### config.mk
export PLATFORM = sky130hd
export DESIGN_NAME = hsv2rgb_div
export DESIGN_NICKNAME = d
export VERILOG_FILES = /design/src/rtl/hsv2rgb_pkg.sv /design/src/rtl/hsv2rgb_div.sv
export SDC_FILE = /design/constraint.sdc
export NUM_CORES = 1
export LEC_CHECK = 0
export BUFFER_PORTS_ARGS = -buffer_cell sky130_fd_sc_hd__buf_2
export CAP_MARGIN = 10
export CORE_MARGIN = 8
export CORE_UTILIZATION = 40
export CTS_CLUSTER_DIAMETER = 100
export DETAILED_ROUTE_END_ITERATION = 8
export GPL_TIMING_DRIVEN = 0
export RECOVER_POWER = 25
export SLEW_MARGIN = 20
export SYNTH_ARGS = -nofsm -noshare
export SYNTH_HDL_FRONTEND = slang
export SYNTH_SLANG_ARGS = --single-unit
### constraint.sdc
create_clock -name clk -period 8.8 [get_ports clk]
set_input_delay 0.88 -clock clk [delete_from_list [all_inputs] [get_ports clk]]
set_output_delay 0.88 -clock clk [all_outputs]
set_load 0.03 [all_outputs]
### src/rtl/hsv2rgb_pkg.sv
// hsv2rgb_pkg: constants, class codes and helper functions for the hsv to rgb pixel pipeline
// no dependencies; imported by the interfaces, hsv2rgb_div and hsv_to_rgb_pixel
package hsv2rgb_pkg;

  localparam int CHANNEL_BITS_DEF = 16;
  localparam int CFG_BITS         = 24;
  localparam int SAMPLE_BITS      = 18;
  localparam int CLASS_BITS       = 3;

  localparam int TURN       = 36000;
  localparam int SECTOR     = 6000;
  localparam int ONE_Q16    = 65536;
  localparam int HALF_Q16   = 32768;
  localparam int TURN_BIAS  = 4 * TURN;
  localparam int DQ         = ONE_Q16 * SECTOR;
  localparam int DQ_HALF    = DQ / 2;
  localparam int SCALE_RST  = 65536;

  // floor(2^32 / 375) for the level divide
  localparam int DIV_BY     = 375;
  localparam int DIV_MAGIC  = 11453246;

  typedef enum logic [CLASS_BITS-1:0] {
    CLS_NORMAL     = 3'd0,
    CLS_NULL       = 3'd1,
    CLS_LOW_INSTR  = 3'd2,
    CLS_LOW_REPR   = 3'd3,
    CLS_HIGH_REPR  = 3'd4,
    CLS_HIGH_INSTR = 3'd5
  } pix_class_t;

  typedef struct packed {
    logic mul_en;
    logic fix_en;
  } div_en_t;

  function automatic logic signed [SAMPLE_BITS-1:0] class_force(
    input logic [CLASS_BITS-1:0]         cls,
    input logic signed [SAMPLE_BITS-1:0] raw,
    input logic signed [SAMPLE_BITS-1:0] high
  );
    logic signed [SAMPLE_BITS-1:0] res;
    unique case (cls)
      CLS_NULL, CLS_LOW_INSTR, CLS_LOW_REPR: res = '0;
      CLS_HIGH_REPR, CLS_HIGH_INSTR:         res = high;
      default:                               res = raw;
    endcase
    return res;
  endfunction

  function automatic logic [16:0] clamp_unit(input logic signed [SAMPLE_BITS-1:0] x);
    logic [16:0] res;
    if (x < 0) begin
      res = '0;
    end else if (x > SAMPLE_BITS'(ONE_Q16)) begin
      res = 17'(ONE_Q16);
    end else begin
      res = x[16:0];
    end
    return res;
  endfunction

endpackage

### src/rtl/hsv2rgb_div.sv
// hsv2rgb_div: two-stage divide by 375 (reciprocal multiply, then one correction step)
// depends on hsv2rgb_pkg
module hsv2rgb_div import hsv2rgb_pkg::*; (
  input  logic        clk,
  input  div_en_t     en,
  input  logic [24:0] num,
  output logic [16:0] quo
);

  logic [48:0] prod;
  logic [24:0] num_r;
  logic [16:0] est_r;
  logic [25:0] back;
  logic [24:0] rem;
  logic [16:0] quo_r;
  logic [16:0] quo_nxt;

  assign prod = 49'(num) * 49'(DIV_MAGIC);

  always_ff @(posedge clk) begin
    if (en.mul_en) begin
      num_r <= num;
      est_r <= prod[48:32];
    end
    if (en.fix_en) begin
      quo_r <= quo_nxt;
    end
  end

  // estimate is exact or one low
  always_comb begin
    back    = 26'(est_r) * 26'(DIV_BY);
    rem     = num_r - back[24:0];
    quo_nxt = (rem >= 25'(DIV_BY)) ? est_r + 17'd1 : est_r;
  end

  assign quo = quo_r;

endmodule

* Word-level counts from Yosys, hierarchy flattened
Index checks and enable logic that the tools add are counted.
Storage, ports and cells: register bits after elaboration 59, output and inout port bits 17, word-level logic and storage cells 9
Operators by class: $add $sub $neg 2, multipliers 2, order comparisons 1, multiplexer cells 1
Operators by type and width (number):
- $mul 25x23->48 const B | 1
- $ge 25x9->1 const B | 1
- $mul 17x9->25 const B | 1
- $sub 25x25->25 | 1
- $add 17x1->17 const B | 1
- $mux 17 | 1

* Longest topological paths before layout
depth in word-level cells 4, gate-level depth with buffers 25

* Worst setup path after synthesis
OpenSTA, ideal clock, no wires.
kind in2reg, from input num[14], to register est_r[14] (data pin), setup time 258 ps, arrival time 6493 ps, required time 8542 ps, path slack 2049 ps, stages on the path 23, path through fa_1 -> fa_1 -> ha_1 -> inv_1 -> fa_1 -> fa_1 -> inv_1 -> fa_1 -> inv_1 -> fa_1 -> inv_1 -> ha_1 -> a21o_1 -> a21o_1 -> a211oi_1 -> a311oi_1 -> o31ai_1 -> a31oi_1 -> a221o_1 -> a211oi_1 -> o21bai_1 -> a21oi_1 -> xnor2_1
On the way: word-level cells in the longest chain between the ends 1
Ends and longest elaborated chain:
- start: declaration | line hsv2rgb_div.sv:6 | input logic [24:0] num,
- $mul 25x23->48 | line hsv2rgb_div.sv:18 | assign prod = 49'(num) * 49'(DIV_MAGIC);
- via prod[46] | line hsv2rgb_div.sv:10 | logic [48:0] prod;
- end signal: assignment | line hsv2rgb_div.sv:23 | est_r <= prod[48:32];
- end: declaration | line hsv2rgb_div.sv:12 | logic [16:0] est_r;
The timed path passes the listed nets, and every way through them passes these cells. A chain may end at the register's enable or synchronous reset.

* Worst setup path after layout
from input num[8], to register est_r[16] (data pin)
The elaborated chain is that of the path after synthesis.

==> results.py <==
metrics = {
    "clock_tree": {
        "holdBufCountCts": 0,
        "cts-buffers-inserted": 9,
        "ctsLongestPathBuffers": 2,
        "cts.sinks": 59,
        "clk_latency_ps": 330,
        "cts_resized": 0,
        "postCtsSetupRepairBufs": 0,
        "clockRootBuffer": "sky130_fd_sc_hd__clkbuf_16",
        "htree_levels": 3,
        "cts.reportedPaths.clkPinSlew_ps": 50,
        "clock_tree_from_tritoncts": "done",
    },
    "timing": {
        "timing_hold_violations_final": 0,
        "maxSlewViolCount": 0,
        "timing.clock.skew_ps": 5.62,
        "fmax_mhz": 127,
        "worstMarginPinSlew_ps": 1300,
        "rsz0062_at_grt": "false",
        "setup_violations": 0,
        "finalWorstPathRequiredPeriod_ps": 7880,
        "fin_ws_ps": 918,
        "final.setup.tns_ps": 0,
        "timing.max_slew.rel_slack_pct": 13.3,
        "final.period_utilization_pct": 89.6,
    },
    "layout": {
        "finish.net_count": 2506,
        "layout.core_utilization_pct": 43.2,
        "synthToLayoutAreaGrowth_pct": 6.90,
        "drive_gt1_share_pct": 3.56,
        "number_of_filler_instances_in_the_final_layout": 4295,
        "n_antenna_cell": 0,
        "layout_commonest_cell": "sky130_fd_sc_hd__inv_1",
        "mostFrequentLayoutCells": "585 x sky130_fd_sc_hd__inv_1, 349 x sky130_fd_sc_hd__fa_1, 334 x sky130_fd_sc_hd__ha_1",
    },
    "setup_path": {
        "crit_type": "input pin to flop",
        "timing.reg2reg.setup_slack_ps": 1360,
        "setup.worst_path.end": "est_r[16]",
        "critical_path.reg2reg.endpoint": "quo[11]",
        "reg2regPathDepth": 22,
        "crit_required_ps": 8880,
        "worst_path_fanout_max": 13,
        "worst_setup_path_end_kind": "flop",
        "worst-endpoint-arrival_ps": 7970,
        "cp-start-kind": "input pin",
        "rr_startpoint": "est_r[6]",
        "critical_path.startpoint": "num[8]",
    },
    "global_routing": {
        "grt_pass1_wl_um": 64900,
        "antenna_violations_before_repair": 0,
        "global_route_usage_over_all_layers_pct": 15.8,
        "grt_pass1_vias": 12800,
        "grt_max_degree": 43,
        "gr-total-overflow": 0,
    },
    "floorplanning": {
        "core_um2": 44000,
        "boundaryPins": 45,
        "placementRows": 77,
        "floorplan.die.width_um": 227,
        "starting_utilization_of_the_core_area_pct": 40.4,
        "die_area_um2": 51500,
        "die_height_um": 227,
    },
    "flow_run": {
        "max_capacitance_violation_count": 0,
    },
    "worst_hold_path": {
        "worst_hold_path_type": "flop to flop",
    },
    "routing": {
        "totalWireLength_um": 37700,
        "drt_pre_antenna_iters": 5,
        "vias_per_cell": 4.78,
        "drt_iter0_markers": 593,
        "routed-via-count": 11400,
        "drc": 0,
        "postRouteAntennaNets": 0,
        "wire_per_inst_um": 15.8,
    },
    "synth": {
        "synth.yosys.warnings": 0,
        "synth_cells": 1740,
        "synth_flop_cell": "sky130_fd_sc_hd__edfxtp_1",
        "ys_seq_area_share_pct": 9.96,
        "syn_avg_cell_area_um2": 10.2,
        "postSynth.asyncResetShare_pct": 0,
        "synth_fp_nets": 2451,
        "yosys_register_bits": 59,
        "synth_cell_types": 60,
        "synth.cell_area_um2": 17800,
        "count_of_flip_flops_with_a_built_in_enable_after_synthesis": 59,
    },
    "place": {
        "port_bufs": 44,
        "globalplace.congestion": 0.873,
        "preCtsSetupSlack_ps": 940,
        "dp.final_hpwl_um": 31600,
    },
    "run_status": {
        "status": "finished, final reports clean",
    },
}
-- stage by stage --
stage,hold WS [ps],cells,area (um2)
6_report,873,2392,19000
5_1_grt,970,2392,19000
4_1_cts,885,2392,19000
3_5_place_dp,869,2376,18700
3_3_place_gp,883,2376,18700
2_1_floorplan,707,1740,17800
-- cells by family after synthesis --
logic type | count (synthesis) | share of synthesized area (%)
adder cells (fa/ha/maj) | 683 | 62.8
XOR/XNOR | 56 | 2.76
multiplexers | 5 | 0.324
buffers and inverters | 599 | 12.7
AO/OA/AOI/OAI | 187 | 7.04
flip-flops | 59 | 9.96
AND/OR/NAND/NOR | 151 | 4.43
-- Yosys cell counts (5+ instances only) --
| cell | number | area, um2 |
|---|---|---|
| sky130_fd_sc_hd__a211oi_1 | 5 | 37.5 |
| sky130_fd_sc_hd__a21o_1 | 34 | 255 |
| sky130_fd_sc_hd__a21oi_1 | 59 | 295 |
| sky130_fd_sc_hd__clkbuf_1 | 12 | 45.0 |
| sky130_fd_sc_hd__edfxtp_1 | 59 | 1770 |
| sky130_fd_sc_hd__fa_1 | 349 | 6990 |
| sky130_fd_sc_hd__ha_1 | 334 | 4180 |
| sky130_fd_sc_hd__inv_1 | 585 | 2200 |
| sky130_fd_sc_hd__nand2_1 | 34 | 128 |
| sky130_fd_sc_hd__nand3_1 | 23 | 115 |
| sky130_fd_sc_hd__nand4_1 | 15 | 93.8 |
| sky130_fd_sc_hd__nor2_1 | 26 | 97.6 |
| sky130_fd_sc_hd__nor2b_1 | 9 | 56.3 |
| sky130_fd_sc_hd__nor3_1 | 14 | 70.1 |
| sky130_fd_sc_hd__nor4_1 | 7 | 43.8 |
| sky130_fd_sc_hd__o2111ai_1 | 6 | 52.6 |
| sky130_fd_sc_hd__o21ai_0 | 23 | 115 |
| sky130_fd_sc_hd__o21bai_1 | 12 | 90.1 |
| sky130_fd_sc_hd__xnor2_1 | 44 | 385 |
| sky130_fd_sc_hd__xor2_1 | 12 | 105 |
-- sequential cells by signal, indices dropped and copies added (netlist names) --
register / count
quo: 17
num_r: 25
est_r: 17
-- critical path, stage by stage --
cell and delay (ps):
sky130_fd_sc_hd__clkbuf_1 860, sky130_fd_sc_hd__ha_1 330, sky130_fd_sc_hd__inv_1 70, sky130_fd_sc_hd__fa_1 530
sky130_fd_sc_hd__inv_1 60, sky130_fd_sc_hd__fa_1 560, sky130_fd_sc_hd__fa_1 440, sky130_fd_sc_hd__fa_1 470
sky130_fd_sc_hd__fa_1 490, sky130_fd_sc_hd__inv_1 50, sky130_fd_sc_hd__fa_1 490, sky130_fd_sc_hd__inv_1 50
sky130_fd_sc_hd__ha_1 320, sky130_fd_sc_hd__a21o_1 210, sky130_fd_sc_hd__a21o_1 200, sky130_fd_sc_hd__a21oi_1 140
sky130_fd_sc_hd__nand3_1 110, sky130_fd_sc_hd__nor3_1 180, sky130_fd_sc_hd__a31oi_1 190, sky130_fd_sc_hd__a221o_1 390
sky130_fd_sc_hd__a211oi_1 460, sky130_fd_sc_hd__o21ai_0 230, sky130_fd_sc_hd__nor2_1 160, sky130_fd_sc_hd__xnor2_1 70
-- per-layer routing --
metal / wire length [um] / part of all wire [%] / GRT usage (%)
met3: 1120 / 3.0 / 1.36
met2: 18400 / 49 / 27.5
met4: 708 / 1.9 / 3.56
met5: 0 / 0 / 0
met1: 17500 / 46 / 21.2
-- final cells by class --
| cell class | instances | area, um2 | share of cell area, % |
|---|---|---|---|
| Timing Repair Buffer | 44 | 201 | 1.06 |
| Clock inverter | 7 | 58.8 | 0.309 |
| Tap cell | 592 | 741 | 3.90 |
| Sequential cell | 59 | 1770 | 9.32 |
| Clock buffer | 9 | 225 | 1.18 |
| Multi-Input combinational cell | 1082 | 13800 | 72.4 |
| Inverter | 585 | 2200 | 11.6 |
| Buffer | 14 | 61.3 | 0.323 |
-- worst min path at each step --
stage | startpoint | to | depth (start not counted)
floorplan | est_r[1] | quo[1] | 2
global route | est_r[15] | quo[15] | 2
finish | est_r[15] | quo[15] | 2
detailed placement | est_r[15] | quo[15] | 2
global placement | est_r[1] | quo[1] | 2
CTS | est_r[15] | quo[15] | 2
Power is not shown: default switching activity piles up to over one toggle a cycle in this logic, so the estimate is an artifact.
